### src/hdl/aging_hash_table_cache_defines.svh
// Assertion macros for the aging hash table cache
`ifndef AGING_HASH_TABLE_CACHE_DEFINES_SVH
`define AGING_HASH_TABLE_CACHE_DEFINES_SVH
// a implies b on the next edge
`define AHT_ASSERT_NEXT(label, a, b) \
  label: assert property (@(posedge clk) disable iff (rst) (a) |=> (b)) else $error("label");
// a implies b on the same edge
`define AHT_ASSERT_NOW(label, a, b) \
  label: assert property (@(posedge clk) disable iff (rst) (a) |-> (b)) else $error("label");
`endif

### src/hdl/aht_pkg.sv
// ----------------------------------------------------------------------------
// aht_pkg
// Shared types and constants of the aging hash table cache.
// ----------------------------------------------------------------------------
package aht_pkg;
  localparam int BUCKETS_DEF = 64;
  localparam int WAYS_DEF    = 4;
  localparam logic [15:0] AGE_RESET    = 16'd600;
  localparam logic [7:0]  PERIOD_RESET = 8'd60;

  localparam logic [1:0] REQ_LOOKUP = 2'd0;
  localparam logic [1:0] REQ_LOAD   = 2'd1;
  localparam logic [1:0] REQ_TICK   = 2'd2;

  localparam logic [1:0] ST_OK   = 2'd0;
  localparam logic [1:0] ST_MISS = 2'd1;
  localparam logic [1:0] ST_FULL = 2'd2;

  localparam logic [0:0] CFG_AGE    = 1'b0;
  localparam logic [0:0] CFG_PERIOD = 1'b1;

  // compare unit result, compare unit to sequencer
  typedef struct packed {
    logic hit;
    logic is_free;
    logic aged;
  } cmp_t;
endpackage

### src/hdl/aht_cmp.sv
// ----------------------------------------------------------------------------
// aht_cmp
// Shared compare unit: key match, free slot and idle age for one slot.
// ----------------------------------------------------------------------------
module aht_cmp (
  input  logic            vld,
  input  logic [63:0]     slot_k,
  input  logic [31:0]     slot_t,
  input  logic [63:0]     key,
  input  logic [31:0]     now,
  input  logic [15:0]     max_age,
  output aht_pkg::cmp_t   res
);
  logic [31:0] age;
  assign age         = now - slot_t;
  assign res.hit     = vld && (slot_k == key);
  assign res.is_free = !vld;
  assign res.aged    = vld && (age >= {16'd0, max_age});
endmodule

### config.mk
export PLATFORM = sky130hd
export DESIGN_NAME = aht_cmp
export DESIGN_NICKNAME = d
export VERILOG_FILES = /design/src/hdl/aging_hash_table_cache_defines.svh /design/src/hdl/aht_pkg.sv /design/src/hdl/aht_cmp.sv
export SDC_FILE = /design/constraint.sdc
export NUM_CORES = 1
export LEC_CHECK = 0
export BUFFER_PORTS_ARGS = -buffer_cell sky130_fd_sc_hd__buf_2
export CORE_MARGIN = 2
export CORE_UTILIZATION = 45
export DETAILED_ROUTE_END_ITERATION = 10
export GPL_TIMING_DRIVEN = 1
export PLACE_DENSITY_LB_ADDON = 0.05
export SYNTH_ARGS = -nofsm -noshare
export SYNTH_HDL_FRONTEND = slang
export SYNTH_SLANG_ARGS = --single-unit
### constraint.sdc
create_clock -name vclk -period 7.4
set_input_delay 1.48 -clock vclk [all_inputs]
set_output_delay 1.48 -clock vclk [all_outputs]
set_load 0.01 [all_outputs]
Word-level counts from Yosys, hierarchy flattened
Cells that the tools add are included.

word-level totals
  flip-flop bits (word level) = 0
  logic and storage cells = 6

operators by class
  $add $sub $neg = 1
  $lt $le $gt $ge = 1
  equality and inequality tests = 1
  reductions and logical operators = 3

operators with widths
  cell                                                            count
  64-bit equality test                                            1
  32-bit by 16-bit greater-or-equal comparator with 1-bit output  1
  32-bit subtractor                                               1
  1-bit logical AND                                               2
  1-bit logical NOT                                               1

Logic depth before layout (Yosys ltp)
Gate-level depths: netlist of run 1.

  word-level depth = 3
  depth in mapped cells = 20
  gate-level depth less buffers = 20

Least setup slack after synthesis of run 1
Ideal clock, no wire load.

  kind = input to output
  from = input slot_t[1]
  to = output res[0] in the netlist's numbering
  arrival time = 4.828 ns
  setup slack = 1.092 ns
  stages = 20
  buffers on the path = 0
  path through = inv_1 > ha_1 > nor2b_1 > o2111ai_1 > a21oi_1 > nor2_1 > nor2_1 > nor2_1 > o21a_1 > xnor2_1 > ha_1 > a21oi_1 > nor2b_1 > o21ai_0 > o221ai_1 > or4_4 > a2111oi_4 > o311ai_1 > nor4_1 > a41oi_1

RTL lines
  what         line           source
  from (decl)  aht_cmp.sv:8   input logic [31:0] slot_t,
  to (decl)    aht_cmp.sv:12  output aht_pkg::cmp_t res

==> flow_summary.json, run 1 <==
{
  "tns_ns": 0,
  "worstPathMaxFanout": 3,
  "regArea_um2": 0,
  "comb_power_share_pct": 100.0,
  "internal-power_uw": 147,
  "die_width_um": 87.5,
  "drtAntennaViolNets": 0,
  "synth.distinct_cells": 57,
  "drt_first_pass_iters": 5,
  "path_common_cell": "nor2_1",
  "crit_buf_inv": 3,
  "slew_headroom_pct": 64.9,
  "syn_nets": 715,
  "crit_arrival_ns": 5.59,
  "critPathCaptureType": "primary output",
  "dpl_worst_slack_ns": 0.402,
  "avgViaCountPerCell": 5.51,
  "outcome": "finished clean",
  "setup_violations": 0,
  "port_buffers": 212,
  "top_level_ports": 212,
  "power_switching_uw": 169,
  "gp_routability_congestion": 0.919,
  "grt_overflow": 0,
  "drive_gt1_share_pct": 35.0,
  "timing.fmax_mhz": 142,
  "antenna_found_initial": 1,
  "start_kind": "primary input",
  "hpwl_mm": 10.1,
  "p_sw_share_pct": 53.4,
  "slowest_stage": "or4_4",
  "worst-endpoint-required_ns": 5.92,
  "crit_family": "compound AO/OA/AOI/OAI gates",
  "wl_mm": 11.2,
  "syn_area_um2": 3140,
  "hold_viol_final": 0,
  "dieArea_um2": 7650,
  "leakage_uw": 0.00234,
  "seq_cell_count": 0,
  "avgSynthCellArea_um2": 6.85,
  "grt_max_degree": 12,
  "grt_util_all_layers_pct": 27.7,
  "slew_viol_final": 0,
  "peakVddDrop_mv": 0.0403,
  "worstMarginPinSlew_ns": 0.524,
  "die_y_um": 87.5,
  "power_density_nw_per_um2": 74.9,
  "syn_to_final_growth_pct": 34.8,
  "setup_slack_ns": 0.334,
  "max_stage_delay_ns": 0.44,
  "vias": 4072,
  "finalCritPeriodShare_pct": 95.5,
  "wire_per_inst_um": 15.2,
  "finalCriticalPeriod_ns": 7.07,
  "clock_buffers": 0,
  "min_path_type": "primary input to primary output",
  "clkPwrFrac_pct": 0,
  "yosys_warnings": 0,
  "cp_cell_sequence": "buf_2 -> inv_1 -> ha_1 -> nor2b_1 -> o2111ai_2 -> a21oi_1 -> nor2_1 -> nor2_1 -> nor2_1 -> o21a_1 -> xnor2_1 -> ha_1 -> a21oi_1 -> nor2b_1 -> o21ai_0 -> o221ai_1 -> or4_4 -> a2111oi_4 -> o311ai_1 -> nor4_1 -> a41oi_1 -> buf_2",
  "grt_pass1_vias": 3806,
  "drcViolationCount": 0,
  "rsz0062_at_grt": "false",
  "syn_inst": 458,
  "holdBufCountCts": 0,
  "grt_pass1_wl_mm": 17.1,
  "coreArea_um2": 6760,
  "cap_violations": 0,
  "rows": 30,
  "critical_path_class": "primary input to primary output",
  "fin_nets": 916,
  "ys_seq_area_share_pct": 0,
  "pwr-share-seq_pct": 0,
  "first_iter_violations": 251,
  "initial_core_util_pct": 46.4
}
==> logic make-up (layout without fill, tap and decap cells) <==
family | Yosys count | count (layout) | synth area share, %
other | 0 | 2 | 0
AO/OA/AOI/OAI | 135 | 135 | 31.7
adder cells (fa/ha/maj) | 48 | 48 | 19.4
AND/OR/NAND/NOR | 121 | 121 | 18.6
buffers and inverters | 86 | 285 | 11.3
XOR/XNOR | 68 | 68 | 19.0
==> worst min-delay path, cell delays in order <==
cell and delay (ns):
buf_2 0.09, inv_1 0.05, buf_2 0.14
==> area by class of cell <==
cell class | instances | area, um^2
Multi-Input combinational cell | 372 | 2790
Fill cell | 666 | 2530
Timing Repair Buffer | 212 | 1060
Inverter | 73 | 274
Tap cell | 80 | 100
Antenna cell | 2 | 5.00
==> through the flow <==
stage / utilization (%) / hold WS [ns] / power, uW / cell area (um^2) / cells
2_1_floorplan: - / 3.01 / 209 / 3140 / 458
3_3_place_gp: 62.4 / 3.24 / 305 / 4220 / 737
3_5_place_dp: 62.4 / 3.24 / 312 / 4220 / 737
4_1_cts: 62.4 / 3.23 / 313 / 4220 / 737
5_1_grt: 62.5 / 3.26 / 355 / 4220 / 737
6_report: 62.6 / 3.24 / 317 / 4230 / 739
==> timing repair <==
action / 4_1_cts / 5_1_grt
resized for setup: 0 / 1
endpoints found under the setup margin: 0 / 1
buffers inserted: 0 / 0
==> per-layer routing <==
metal | routed length [um] | track usage [%]
met5 | 0 | 0
met3 | 783 | 2.94
met1 | 4760 | 36.6
met2 | 5340 | 47.5
met4 | 325 | 7.13
==> layout by cell type (no fill, tap or decap), drive strengths merged, types with 3 or more instances in the layout <==
master and n:
nand2b 3, a211oi 5, o211ai 4, a21oi 37, nand3 4, a21o 12
nand2 38, xnor2 19, o31ai 3, a31oi 3, nor2 31, o21ai 21
o221ai 4, nor4 12, a221oi 9, nor3 9, nor2b 3, o2bb2ai 4
xor2 49, ha 47, nand4 14, o22ai 8, buf 212, o2111ai 4
o21a 7, inv 73
==> power groups by stage <==
stage / logic, uW / registers [uW] / clock network (uW)
after floorplan: 209 / 0 / 0
after global routing: 355 / 0 / 0
final: 317 / 0 / 0.0000363
after global placement: 305 / 0 / 0
after detailed placement: 312 / 0 / 0
after CTS: 313 / 0 / 0
==> final timing paths <==
path / cells past startpoint / start / end
max: 22 / slot_t[1] / res[0]
min: 3 / vld / res[1]
==> cells in the mapped netlist (all sizes together), types with 10 or more instances <==
library cell  instances  share of area (%)
xnor2                19                5.3
inv                  73                8.7
nand4                14                2.8
ha                   47                 19
nor2                 31                3.7
a21o                 12                2.9
nand2                38                4.5
o21ai                21                3.5
xor2                 49                 14
buf                  10                2.2
a21oi                37                7.2
nor4                 12                2.4
Note: power is estimated with default switching activity, not from simulation.
==> inputs of run 2 (changes only) <==
REMOVE_ABC_BUFFERS = 1   (was not set)
==> flow_summary.json, run 2 (synthesis gave the netlist of run 1 again) <==
{
  "wl_mm": 11.2,
  "finalCritPeriodShare_pct": 95.0,
  "tns_ns": 0,
  "grt_overflow": 0,
  "cts_resized": 0,
  "dpl_worst_slack_ns": 0.408,
  "hold_viol_final": 0,
  "min_path_type": "primary input to primary output",
  "timing.fmax_mhz": 142,
  "outcome": "finished clean",
  "gp_routability_congestion": 0.898,
  "rows": 30,
  "slew_viol_final": 0,
  "cp_cell_sequence": "buf_2 -> inv_1 -> ha_1 -> a21o_1 -> a21oi_2 -> a21oi_2 -> nor2_1 -> nor2_1 -> nor2_1 -> o21a_1 -> xnor2_1 -> ha_1 -> a21oi_1 -> nor2b_1 -> o21ai_0 -> o221ai_1 -> or4_4 -> a2111oi_4 -> o311ai_1 -> nor4_1 -> a41oi_1 -> buf_2",
  "crit_arrival_ns": 5.55,
  "grt_pass1_wl_mm": 17.0,
  "total_power_uw": 318,
  "antenna_found_initial": 0,
  "crit_family": "compound AO/OA/AOI/OAI gates",
  "grt_max_degree": 12,
  "post-route-util_pct": 62.6,
  "leakage_uw": 0.00234,
  "n_antenna_cell": 0,
  "port_buffers": 212,
  "postCtsSetupBuffers": 0,
  "critical_path_class": "primary input to primary output",
  "grt_pass1_vias": 3863,
  "grt_util_all_layers_pct": 27.3,
  "layout_common_cells": "buf_2 (212), inv_1 (73), xor2_1 (49)",
  "whs_ns": 3.24,
  "setup_slack_ns": 0.373,
  "critPathCaptureType": "primary output",
  "fin_nets": 916,
  "die_width_um": 87.5,
  "slowest_stage": "or4_4",
  "start_kind": "primary input",
  "clock_buffers": 0,
  "hpwl_mm": 10.1,
  "initial_core_util_pct": 46.4,
  "worst-endpoint-required_ns": 5.92,
  "drcViolationCount": 0,
  "peakVddDrop_mv": 0.0349,
  "die_y_um": 87.5,
  "top_level_ports": 212,
  "path_common_cell": "nor2_1",
  "first_iter_violations": 259,
  "worstMarginPinSlew_ns": 0.622,
  "wire_per_inst_um": 15.2,
  "avgViaCountPerCell": 5.53,
  "cap_violations": 0,
  "syn_to_final_growth_pct": 34.8,
  "regArea_um2": 0,
  "coreArea_um2": 6760,
  "power_density_nw_per_um2": 75.2,
  "setup_violations": 0,
  "drt_first_pass_iters": 5,
  "max_stage_delay_ns": 0.45,
  "drive_gt1_share_pct": 35.2,
  "crit_buf_inv": 3,
  "vias": 4076,
  "dieArea_um2": 7650,
  "drtAntennaViolNets": 0,
  "finalCriticalPeriod_ns": 7.03,
  "slew_headroom_pct": 58.1,
  "final_common_cell": "buf_2",
  "seq_cell_count": 0,
  "holdBufCountCts": 0,
  "worstPathMaxFanout": 5,
  "rsz0062_at_grt": "false"
}
[run 2: cell count changes in the layout (fill, tap and decap cells not counted)]
cell     change
diode_2      -2
a21oi_2      +1
a21oi_1      -1
[run 2: per-stage QoR]
stage                     std cells  area, um^2
final                           737        4230
after global routing            737        4230
after CTS                       737        4220
after detailed placement        737        4220
after global placement          737        4220
after floorplan                 445        3060
[run 2: report_power, final]
group | internal [uW] | total [uW] | leakage, uW | switching [uW]
combinational | 148 | 318 | 0.00234 | 170
clock | 0 | 0 | 0 | 0
sequential | 0 | 0 | 0 | 0
total | 148 | 318 | 0.00234 | 170
[run 2: worst min-delay path: stages]
cell	delay, ns
buf_2	0.09
inv_1	0.05
buf_2	0.14
[run 2: worst paths after layout]
| check | from | cells after the start | end |
|---|---|---|---|
| max | slot_t[3] | 22 | res[0] |
| min | vld | 3 | res[1] |
[run 2: layer usage]
metal  routed length (um)  GRT usage (%)  vias to the layer above
met1                 4790           35.6                     1860
met2                 5660           50.0                      166
li1                     -              -                     2046
met3                  729           2.94                        4
met4                   59           1.82                        0
met5                    0              0                        -
[run 2: final cells by class]
class,count,area [um^2]
Inverter,73,274
Timing Repair Buffer,212,1060
Multi-Input combinational cell,372,2790
Tap cell,80,100
Fill cell,685,2530
==> inputs of run 3 (changes only) <==
CORE_MARGIN = 4   (was 2)
==> flow_summary.json, run 3 (synthesis gave the netlist of run 1 again) <==
{
  "antenna_found_initial": 3,
  "cap_violations": 0,
  "die_width_um": 91.5,
  "worstPathMaxFanout": 3,
  "gp_routability_congestion": 0.953,
  "min_path_type": "primary input to primary output",
  "grt_overflow": 0,
  "worst-endpoint-required_ns": 5.92,
  "port_buffers": 212,
  "start_kind": "primary input",
  "worstMarginPinSlew_ns": 0.538,
  "outcome": "finished clean",
  "initial_core_util_pct": 46.2,
  "syn_to_final_growth_pct": 35.4,
  "fin_nets": 916,
  "finalCriticalPeriod_ns": 7.10,
  "grt_max_degree": 12,
  "avgViaCountPerCell": 5.23,
  "total_power_uw": 313,
  "tns_ns": 0,
  "drtAntennaViolNets": 0,
  "wl_mm": 11.5,
  "critical_path_class": "primary input to primary output",
  "drive_gt1_share_pct": 34.9,
  "hpwl_mm": 10.5,
  "final_common_cell": "buf_2",
  "dieArea_um2": 8370,
  "leakage_uw": 0.00234,
  "coreArea_um2": 6790,
  "grt_pass1_wl_mm": 17.7,
  "cts_resized": 0,
  "layout_common_cells": "buf_2 (212), inv_1 (73), xor2_1 (49)",
  "rsz0062_at_grt": "false",
  "power_density_nw_per_um2": 73.7,
  "slew_viol_final": 0,
  "clock_buffers": 0,
  "hold_viol_final": 0,
  "holdBufCountCts": 0,
  "top_level_ports": 212,
  "critPathCaptureType": "primary output",
  "seq_cell_count": 0,
  "grt_pass1_vias": 3969,
  "die_y_um": 91.5,
  "grt_util_all_layers_pct": 25.4,
  "final_area_um2": 4240,
  "slew_headroom_pct": 63.8,
  "timing.fmax_mhz": 141,
  "finalCritPeriodShare_pct": 95.9,
  "wire_per_inst_um": 15.2,
  "peakVddDrop_mv": 0.0406,
  "setup_violations": 0,
  "vias": 3955,
  "first_iter_violations": 134,
  "placed_area_um2": 4240,
  "drcViolationCount": 0,
  "drt_first_pass_iters": 4,
  "post-route-util_pct": 62.5,
  "rows": 30,
  "regArea_um2": 0,
  "crit_arrival_ns": 5.62,
  "postCtsSetupBuffers": 0
}
==> run 3: cell count changes in the layout (fill, tap and decap cells not counted) <==
cell	delta
diode_2	+3
a21oi_1	+1
a21oi_2	-1
o2111ai_1	+1
o2111ai_2	-1
==> run 3: metal layers <==
metal / track usage (%) / share of wire [%]
met4: 5.03 / 1.8
met2: 45.9 / 48
met3: 5.22 / 7.6
met1: 30.6 / 42
met5: 0 / 0
==> run 3: final timing paths <==
| check | startpoint | end | slack, ns | cells past startpoint |
|---|---|---|---|---|
| max | slot_t[1] | res[0] | 0.30 | 22 |
| min | vld | res[1] | 3.23 | 3 |
==> run 3: per-stage QoR <==
step           hold slack (ns)  setup WS (ns)  cells
3_3_place_gp              3.23          0.436    753
3_5_place_dp              3.23          0.358    753
2_1_floorplan             3.01           1.09    445
5_1_grt                   3.25        0.00646    756
4_1_cts                   3.23          0.315    753
6_report                  3.23          0.305    756
==> run 3: final cells by class <==
class	count	area, um^2
inverter	73	274
fill	685	2550
antenna	3	7.51
tap	96	120
timing repair buffer	212	1060
multi-input combinational	372	2780
==> run 3: report_power, final <==
part | switching (uW) | total, uW | internal, uW
combinational | 166 | 313 | 147
clock | 0 | 0.0000543 | 0.0000542
sequential | 0 | 0 | 0
==> run 3: critical path, cell delays in order <==
cell and delay [ns]:
buf_2 0.10, inv_1 0.05, ha_1 0.27, nor2b_1 0.14
o2111ai_1 0.35, a21oi_1 0.18, nor2_1 0.18, nor2_1 0.06
nor2_1 0.18, o21a_1 0.19, xnor2_1 0.13, ha_1 0.27
a21oi_1 0.17, nor2b_1 0.06, o21ai_0 0.16, o221ai_1 0.13
or4_4 0.44, a2111oi_4 0.32, o311ai_1 0.16, nor4_1 0.28
a41oi_1 0.15, buf_2 0.16
